File: src/hw/rtl/ffsa_pkg.sv
package ffsa_pkg;

   localparam int MEMORY_UNITS_DEF = 8192;
   localparam int MAX_SEGMENTS_DEF = 64;

   localparam int ADDR_W = 13;
   localparam int LEN_W  = 14;
   localparam int STAT_W = 3;

   localparam logic [STAT_W-1:0] ST_OK        = 3'd0;
   localparam logic [STAT_W-1:0] ST_NO_FIT    = 3'd1;
   localparam logic [STAT_W-1:0] ST_FULL      = 3'd2;
   localparam logic [STAT_W-1:0] ST_NOT_FOUND = 3'd3;
   localparam logic [STAT_W-1:0] ST_BAD_LEN   = 3'd4;

   localparam logic KIND_ALLOC = 1'b0;
   localparam logic KIND_FREE  = 1'b1;

   typedef struct packed {
      logic              kind;
      logic [LEN_W-1:0]  request_length;
      logic [ADDR_W-1:0] block_start;
   } req_type;

   typedef struct packed {
      logic [STAT_W-1:0] status;
      logic [ADDR_W-1:0] granted_address;
   } rsp_type;

   // One table entry; size is held one bit wider than the start field so
   // the whole memory fits at any MEMORY_UNITS up to 65536.
   typedef struct packed {
      logic [16:0] size;
      logic [15:0] start;
      logic        is_free;
   } seg_type;

   typedef enum logic [3:0] {
      S_INIT,
      S_IDLE,
      S_SCAN,
      S_OPEN,
      S_SPLIT,
      S_READ_NEXT,
      S_READ_PREV,
      S_MERGE,
      S_CLOSE,
      S_DONE
   } state_type;

endpackage

File: src/hw/rtl/ffsa_table.sv
// Simple dual-port RAM: one write port, one read port with registered data.
module ffsa_table #(
   parameter int WIDTH = $bits(ffsa_pkg::seg_type),
   parameter int DEPTH = ffsa_pkg::MAX_SEGMENTS_DEF,
   parameter int IDX_W = $clog2(DEPTH)
) (
   input  logic             clock,
   input  logic [IDX_W-1:0] rd_addr,
   output logic [WIDTH-1:0] rd_data,
   input  logic             wr_en,
   input  logic [IDX_W-1:0] wr_addr,
   input  logic [WIDTH-1:0] wr_data
);

   logic [WIDTH-1:0] mem_ff [DEPTH];
   logic [WIDTH-1:0] rd_data_ff;

   always_ff @(posedge clock) begin
      if (wr_en) begin
         mem_ff[wr_addr] <= wr_data;
      end
      rd_data_ff <= mem_ff[rd_addr];
   end

   assign rd_data = rd_data_ff;

endmodule

File: src/hw/rtl/first_fit_segment_allocator.sv
// First-fit segment allocator with coalescing.
// req_ beat: kind (0 allocate, 1 free), request_length, block_start.
// rsp_ beat: status (ok, no fit, table full, not found, bad length) and
// granted_address (start on a good allocate, 0 on a failed one, and the
// echoed block_start on a free). One rsp_ beat per req_ beat, in order.
// One request is worked at a time by a sequencer that walks the segment
// table RAM one entry per cycle (registered read, one write per cycle).
// A request of zero length goes straight to its result; any other is a
// scan up to the hit entry and, where needed, a shift of the entries above
// it to open a slot on a split, a read and merge of the free neighbors on a
// free, and a shift down to close the merged slots. req_ready is high only
// in the idle state, so the next request is taken at the earliest in the
// cycle after the rsp_ beat leaves.
// The result sits in a register; a rsp_ stall only holds the block in its
// done state with the beat unchanged.
// Reset (synchronous) is followed by an init state that writes entry 0 as a
// free segment covering the whole memory; the data of entries beyond the
// count is never used.
module first_fit_segment_allocator #(
   parameter int MEMORY_UNITS = ffsa_pkg::MEMORY_UNITS_DEF,
   parameter int MAX_SEGMENTS = ffsa_pkg::MAX_SEGMENTS_DEF
) (
   input  logic               clock,
   input  logic               reset,
   input  logic               req_valid,
   output logic               req_ready,
   input  ffsa_pkg::req_type  req_data,
   output logic               rsp_valid,
   input  logic               rsp_ready,
   output ffsa_pkg::rsp_type  rsp_data
);
   import ffsa_pkg::*;

   localparam int IDX_W = $clog2(MAX_SEGMENTS);
   localparam int CNT_W = $clog2(MAX_SEGMENTS + 1);
   localparam int SEG_W = $bits(seg_type);

   state_type state_ff, state_in;
   req_type   req_ff, req_in;
   rsp_type   rsp_ff, rsp_in;
   logic [CNT_W-1:0] cnt_ff, cnt_in;     // segments in table
   logic [CNT_W-1:0] idx_ff, idx_in;     // matched entry
   logic [CNT_W-1:0] cur_ff, cur_in;     // scan / shift cursor
   logic      pipe_ff, pipe_in;          // read data in flight during a shift
   seg_type   hit_ff, hit_in;            // matched entry as rewritten
   seg_type   rem_ff, rem_in;            // remainder split off the hit
   seg_type   nxt_ff, nxt_in;            // entry after the hit
   logic      nxt_ok_ff, nxt_ok_in;      // next entry exists and is free
   logic [1:0] gap_ff, gap_in;           // slots removed by the close

   logic [IDX_W-1:0] rd_addr;
   logic [SEG_W-1:0] rd_word;
   seg_type          rd_data;
   logic             wr_en;
   logic [IDX_W-1:0] wr_addr;
   seg_type          wr_data;

   ffsa_table #(.WIDTH(SEG_W), .DEPTH(MAX_SEGMENTS), .IDX_W(IDX_W)) u_table (
      .clock(clock), .rd_addr(rd_addr), .rd_data(rd_word),
      .wr_en(wr_en), .wr_addr(wr_addr), .wr_data(wr_data)
   );

   assign rd_data = seg_type'(rd_word);

   logic [16:0] len17;
   logic        at_end, full, hit, split, free_req, prv_ok;

   assign len17    = 17'(req_ff.request_length);
   assign free_req = (req_ff.kind == KIND_FREE);
   assign at_end   = (cur_ff >= cnt_ff);
   assign full     = (cnt_ff == CNT_W'(MAX_SEGMENTS));
   assign split    = (rd_data.size > len17);
   assign hit      = free_req
      ? (!rd_data.is_free && rd_data.start == 16'(req_ff.block_start))
      : (rd_data.is_free && rd_data.size >= len17);
   // previous entry data arrives in the merge state
   assign prv_ok   = (idx_ff != '0) && rd_data.is_free;

   // next state
   always_comb begin
      state_in = state_ff;
      case (state_ff)
         S_INIT: state_in = S_IDLE;
         S_IDLE: begin
            if (req_valid) begin
               state_in = (req_data.request_length == '0) ? S_DONE : S_SCAN;
            end
         end
         S_SCAN: begin
            if (at_end) begin
               state_in = S_DONE;
            end else if (hit) begin
               if (split) state_in = full ? S_DONE : S_OPEN;
               else state_in = free_req ? S_READ_NEXT : S_DONE;
            end
         end
         S_OPEN: if (cur_ff <= idx_ff) state_in = S_SPLIT;
         S_SPLIT: state_in = free_req ? S_READ_NEXT : S_DONE;
         S_READ_NEXT: state_in = S_READ_PREV;
         S_READ_PREV: state_in = S_MERGE;
         S_MERGE: state_in = (prv_ok || nxt_ok_ff) ? S_CLOSE : S_DONE;
         S_CLOSE: if (cur_ff >= cnt_ff) state_in = S_DONE;
         S_DONE: if (rsp_ready) state_in = S_IDLE;
         default: state_in = S_IDLE;
      endcase
   end

   // datapath and outputs
   always_comb begin
      req_in    = req_ff;
      rsp_in    = rsp_ff;
      cnt_in    = cnt_ff;
      idx_in    = idx_ff;
      cur_in    = cur_ff;
      pipe_in   = pipe_ff;
      hit_in    = hit_ff;
      rem_in    = rem_ff;
      nxt_in    = nxt_ff;
      nxt_ok_in = nxt_ok_ff;
      gap_in    = gap_ff;
      rd_addr   = '0;
      wr_en     = 1'b0;
      wr_addr   = '0;
      wr_data   = rd_data;
      req_ready = (state_ff == S_IDLE);
      rsp_valid = (state_ff == S_DONE);
      case (state_ff)
         S_INIT: begin
            // seed one free segment covering the whole memory
            wr_en           = 1'b1;
            wr_data.size    = 17'(MEMORY_UNITS);
            wr_data.start   = '0;
            wr_data.is_free = 1'b1;
         end
         S_IDLE: begin
            // entry 0 is read here so the scan starts with data in hand
            req_in = req_data;
            cur_in = '0;
            rsp_in.status = (req_data.request_length == '0) ? ST_BAD_LEN : ST_NO_FIT;
            rsp_in.granted_address = (req_data.kind == KIND_FREE)
               ? req_data.block_start : '0;
         end
         S_SCAN: begin
            rd_addr = IDX_W'(cur_ff + CNT_W'(1));
            cur_in  = cur_ff + CNT_W'(1);
            if (at_end) begin
               rsp_in.status = free_req ? ST_NOT_FOUND : ST_NO_FIT;
            end else if (hit) begin
               idx_in = cur_ff;
               if (split && full) begin
                  rsp_in.status = ST_FULL;
               end else begin
                  rsp_in.status = ST_OK;
                  if (!free_req) rsp_in.granted_address = rd_data.start[ADDR_W-1:0];
                  // rewrite the head now; the shift never touches it
                  wr_en           = 1'b1;
                  wr_addr         = cur_ff[IDX_W-1:0];
                  wr_data.size    = split ? len17 : rd_data.size;
                  wr_data.is_free = free_req;
                  hit_in          = wr_data;
                  rem_in.start    = rd_data.start + len17[15:0];
                  rem_in.size     = rd_data.size - len17;
                  rem_in.is_free  = !free_req;
                  cur_in          = cnt_ff - CNT_W'(1);
                  pipe_in         = 1'b0;
               end
            end
         end
         S_OPEN: begin
            // move entries up one slot, top first
            if (pipe_ff) begin
               wr_en   = 1'b1;
               wr_addr = IDX_W'(cur_ff + CNT_W'(2));
               wr_data = rd_data;
            end
            if (cur_ff > idx_ff) begin
               rd_addr = cur_ff[IDX_W-1:0];
               cur_in  = cur_ff - CNT_W'(1);
               pipe_in = 1'b1;
            end else begin
               pipe_in = 1'b0;
            end
         end
         S_SPLIT: begin
            wr_en   = 1'b1;
            wr_addr = IDX_W'(idx_ff + CNT_W'(1));
            wr_data = rem_ff;
            cnt_in  = cnt_ff + CNT_W'(1);
         end
         S_READ_NEXT: begin
            rd_addr = IDX_W'(idx_ff + CNT_W'(1));
         end
         S_READ_PREV: begin
            nxt_in    = rd_data;
            nxt_ok_in = (idx_ff + CNT_W'(1) < cnt_ff) && rd_data.is_free;
            rd_addr   = IDX_W'(idx_ff - CNT_W'(1));
         end
         S_MERGE: begin
            pipe_in = 1'b0;
            if (prv_ok) begin
               // previous entry absorbs the freed one and maybe the next
               wr_en           = 1'b1;
               wr_addr         = IDX_W'(idx_ff - CNT_W'(1));
               wr_data.size    = rd_data.size + hit_ff.size
                  + (nxt_ok_ff ? nxt_ff.size : '0);
               wr_data.is_free = 1'b1;
               gap_in          = nxt_ok_ff ? 2'd2 : 2'd1;
               cur_in          = idx_ff + (nxt_ok_ff ? CNT_W'(2) : CNT_W'(1));
            end else if (nxt_ok_ff) begin
               wr_en        = 1'b1;
               wr_addr      = idx_ff[IDX_W-1:0];
               wr_data      = hit_ff;
               wr_data.size = hit_ff.size + nxt_ff.size;
               gap_in       = 2'd1;
               cur_in       = idx_ff + CNT_W'(2);
            end
         end
         S_CLOSE: begin
            // move entries down by the gap, bottom first
            if (pipe_ff) begin
               wr_en   = 1'b1;
               wr_addr = IDX_W'(cur_ff - CNT_W'(1) - CNT_W'(gap_ff));
               wr_data = rd_data;
            end
            if (cur_ff < cnt_ff) begin
               rd_addr = cur_ff[IDX_W-1:0];
               cur_in  = cur_ff + CNT_W'(1);
               pipe_in = 1'b1;
            end else begin
               pipe_in = 1'b0;
               cnt_in  = cnt_ff - CNT_W'(gap_ff);
            end
         end
         S_DONE: ;
         default: ;
      endcase
   end

   always_ff @(posedge clock) begin
      if (reset) begin
         state_ff <= S_INIT;
         cnt_ff   <= CNT_W'(1);
         pipe_ff  <= 1'b0;
      end else begin
         state_ff <= state_in;
         cnt_ff   <= cnt_in;
         pipe_ff  <= pipe_in;
      end
      req_ff    <= req_in;
      rsp_ff    <= rsp_in;
      idx_ff    <= idx_in;
      cur_ff    <= cur_in;
      hit_ff    <= hit_in;
      rem_ff    <= rem_in;
      nxt_ff    <= nxt_in;
      nxt_ok_ff <= nxt_ok_in;
      gap_ff    <= gap_in;
   end

   assign rsp_data = rsp_ff;

   a_ready_idle: assert property (@(posedge clock) disable iff (reset)
      req_ready |-> !rsp_valid) else $error("ready while result pending");
   a_cnt_range: assert property (@(posedge clock) disable iff (reset)
      cnt_ff != '0 && cnt_ff <= CNT_W'(MAX_SEGMENTS)) else $error("count out of range");
   a_done_hold: assert property (@(posedge clock) disable iff (reset)
      rsp_valid && !rsp_ready |=> rsp_valid && $stable(rsp_data))
      else $error("result lost under stall");

endmodule
File: config.mk
export PLATFORM = sky130hd
export DESIGN_NAME = first_fit_segment_allocator
export DESIGN_NICKNAME = d
export VERILOG_FILES = /design/src/hw/rtl/ffsa_pkg.sv /design/src/hw/rtl/ffsa_table.sv /design/src/hw/rtl/first_fit_segment_allocator.sv
export SDC_FILE = /design/constraint.sdc
export NUM_CORES = 2
export LEC_CHECK = 0
export BUFFER_PORTS_ARGS = -buffer_cell sky130_fd_sc_hd__buf_2
export CAP_MARGIN = 20
export CORE_MARGIN = 5
export CORE_UTILIZATION = 50
export DETAILED_ROUTE_END_ITERATION = 10
export MAX_ROUTING_LAYER = met4
export PLACE_DENSITY_LB_ADDON = 0.08
export SLEW_MARGIN = 20
export SYNTH_ARGS = -nofsm -noshare
export SYNTH_HDL_FRONTEND = slang
export SYNTH_SLANG_ARGS = --single-unit
File: constraint.sdc
create_clock -name clock -period 9.5 [get_ports clock]
set_input_delay 0.95 -clock clock [delete_from_list [all_inputs] [get_ports clock]]
set_output_delay 0.95 -clock clock [all_outputs]
set_load 0.1 [all_outputs]
==> results.toml <==
[timing]
fin_skew_ns = 0.101
fin_setup_tns_ns = 0
slew_headroom_pct = 16.8
finalCritPeriodShare_pct = 67.3
fin_ws_ns = 3.11
fmax_mhz = 156
setup_violations = 0
final_max_slew_viol_count = 0
rsz0062_at_grt = "no"
hold_violations = 0
min_period_ns = 6.39
worstMarginPinSlew_ns = 1.24

[cts]
cts_max_level = 4
path_clk_slew_ns = 0.06
clk_latency_ns = 0.91
clock_path_buffers = 3
cts.sinks = 2368
root_buffer = "clkbuf_16"
post-cts-setup-buffer-count = 0
cts-buffers-inserted = 241
cts_resized = 0
cts_tree = "built"
holdBufCountCts = 0

[critical_path]
worstRegToRegCells = 15
slowest_delay_ns = 0.84
slowest_stage = "buf_4"
critPathMaxFanout = 126
reg2reg_from = "cur_ff[0]$_DFFE_PP_"
required_ns = 10.13
r2r_slack_ns = 3.11
critPathMostFrequentCell = "buf_4"
path_cells = "inv_1, ha_1, nand3_1, or2_2, o311a_1, o21ai_4, buf_4, buf_12, buf_4, and3_1, a211oi_1, a311oi_1, nor4_2, buf_4, nor4_1"
start_kind = "register"
worstPathArrival_ns = 7.02
crit_type = "register to register"
r2r_end = "u_table.rd_data[18]$_DFF_P_"
endpoint_kind = "register"

[status]
status = "complete, no violations"

[power]
p_int_w = 0.0200
irDropWorstVdd_mv = 0.185
swShare_pct = 32.3
power_density_mw_per_mm2 = 265
clock_power_share_pct = 31.7
p_leak_nw = 37.2
p_switching_w = 0.00957
pwr-share-seq_pct = 44.5
p_comb_share_pct = 23.8

[global_route]
overflow = 0
grt_pass1_wl_um = 448000
use_met2_pct = 46.1
grt_use_total_pct = 30.8
grt_antenna_before_repair = 20
busiest_layer = "met2"
grt_use_met1_pct = 43.0
grt_max_degree = 175
met3_usage_pct = 5.14
grt_pass1_vias = 61100

[worst_hold_path]
hold_end = "len17[5]$_DFFE_PP_"
min_path_cells = 1
hp-start = "req_data[18]"
min_path_type = "input port to register"

[synthesis]
synth_cells = 7257
syn-mean-instance-area_um2 = 13.6
synth.top_cell.area_share_pct = 70.5
synthArstFlopShare_pct = 0
ys.warnings.count = 0
synth.most_common_cell = "edfxtp_1"
yosysSeqAreaShare_pct = 71.4
synthTopCellsByArea = "edfxtp_1, nand2_1, a311oi_1, a211oi_1, and3_1"
synth-seq-cells = 2368
ys_types = 95
dominantRegCellSynth = "edfxtp_1"
synth_enable_flop_cells = 2322
synth_area_mm2 = 0.0990
synth_top_cell_by_area = "edfxtp_1"
synth_commonest_cells = "edfxtp_1, nand2_1, and3_1"

[finish]
drive_gt1_share_pct = 11.7
area.growth.synth_to_final_pct = 12.8
layout.nets = 7431

[place]
hpwl_um = 170000
io_buffer_count = 49
gp_congestion = 0.923
pre_cts_slack_ns = 3.28

[drt]
vias_per_cell = 6.40
avgRoutedWirePerCell_um = 31.1
vias = 64900
drc = 0
dr.pass1.iters = 5
postRouteAntennaNets = 0
drt_wl_total_um = 315000
drtIter0Drc = 8537

[floorplan]
fp.dieH_um = 455
io_pins = 50
initial_utilization_pct = 50.2
core_mm2 = 0.197
std_cell_rows = 163
die_width_um = 455
dieArea_mm2 = 0.207

[flow_run]
max-cap-violations = 0
-- how the worst max path moves through the flow --
stage                        startpoint                         endpoint
2_1_floorplan       nxt_ok_ff$_DFFE_PP_  u_table.mem_ff[0][28]$_DFFE_PP_
3_3_place_gp   state_ff[2]$_SDFFE_PP0P_      u_table.rd_data[20]$_DFF_P_
3_5_place_dp   state_ff[0]$_SDFFE_PP0P_       u_table.rd_data[5]$_DFF_P_
4_1_cts        state_ff[0]$_SDFFE_PP0P_       u_table.rd_data[5]$_DFF_P_
5_1_grt        state_ff[0]$_SDFFE_PP0P_      u_table.rd_data[20]$_DFF_P_
6_report            cur_ff[0]$_DFFE_PP_      u_table.rd_data[18]$_DFF_P_
-- cell families after synthesis --
kind of cell / share of synthesized area [%]
other: 0.00379
muxes: 0.408
adders and majority gates: 1.75
DFF: 71.4
buffers and inverters: 2.68
AOI/OAI and AO/OA: 10.8
and+or+nand+nor: 12.0
xor gates and xnor gates: 0.876
-- routing by layer --
layer	vias up	wire, µm
met5	-	0
met4	0	12600
met3	465	27300
met2	3041	144000
met1	33200	131000
li1	28100	-
-- stage by stage --
stage               hold WS (ns)  cell area, µm²  utilization, %  std cells  total power, W
global placement           0.501          103000            52.4       9651          0.0202
floorplan                  0.445           99000               -       7259          0.0171
finish                     0.270          112000            56.6      10100          0.0296
detailed placement         0.509          104000            52.6       9669          0.0203
CTS                        0.204          112000            56.6      10100          0.0296
global route               0.235          112000            56.6      10100          0.0306
-- cells in the final DEF (no fill, tap or decap), types with 28 or more instances in the layout --
cell          n
clkinv_1     52
nand2_1    1436
nand3_1      49
and3_1      427
buf_4       225
clkbuf_1     68
mux2i_1      28
a211oi_1    419
a311oi_1    405
xnor2_1      63
nor2_4       61
a21oi_1     358
ha_1        102
or3_1       142
buf_2        50
clkinv_2     46
nor3_1       39
nor4_2       72
clkbuf_16   241
inv_1        71
edfxtp_1   2322
o21ai_0      79
nor4_1       98
xor2_1       36
nor2_1       95
dfxtp_1      46
-- registers in the layout (all words and copies together), names as in the netlist --
register         flops
u_table.rd_data     34
cnt_ff               7
len17               14
req_ff              13
hit_ff              34
gap_ff               2
rem_ff              34
pipe_ff              1
rsp_data            16
cur_ff               7
nxt_ok_ff            1
u_table.mem_ff    2176
free_req             1
idx_ff               7
state_ff             4
nxt_ff              17
-- critical path: cells and delay by family, from the launching register on --
| kind | cells | cell delay, ns |
|---|---|---|
| buffers and inverters | 5 | 2.18 |
| flip-flops | 1 | 0.71 |
| AO/OA/AOI/OAI | 4 | 0.91 |
| adder cells (fa/ha/maj) | 1 | 0.35 |
| AND/OR/NAND/NOR | 5 | 1.53 |
-- final cells by class --
| cell class | instances | area (µm²) |
|---|---|---|
| antenna | 17 | 42.5 |
| clock buffer | 316 | 6380 |
| clock inverter | 138 | 1480 |
| fill | 15700 | 85600 |
| inverter | 75 | 283 |
| multi-input combinational | 4289 | 27100 |
| sequential | 2368 | 70600 |
| tap | 2640 | 3300 |
| timing repair buffer | 299 | 2420 |
-- power groups by stage --
stage	combinational (W)	clock, W	sequential, W
global placement	0.00684	0	0.0134
CTS	0.00695	0.00951	0.0132
finish	0.00703	0.00938	0.0132
detailed placement	0.00692	0	0.0134
floorplan	0.00379	0	0.0133
global route	0.00743	0.00994	0.0132
Note: power is estimated with default switching activity, not from simulation.
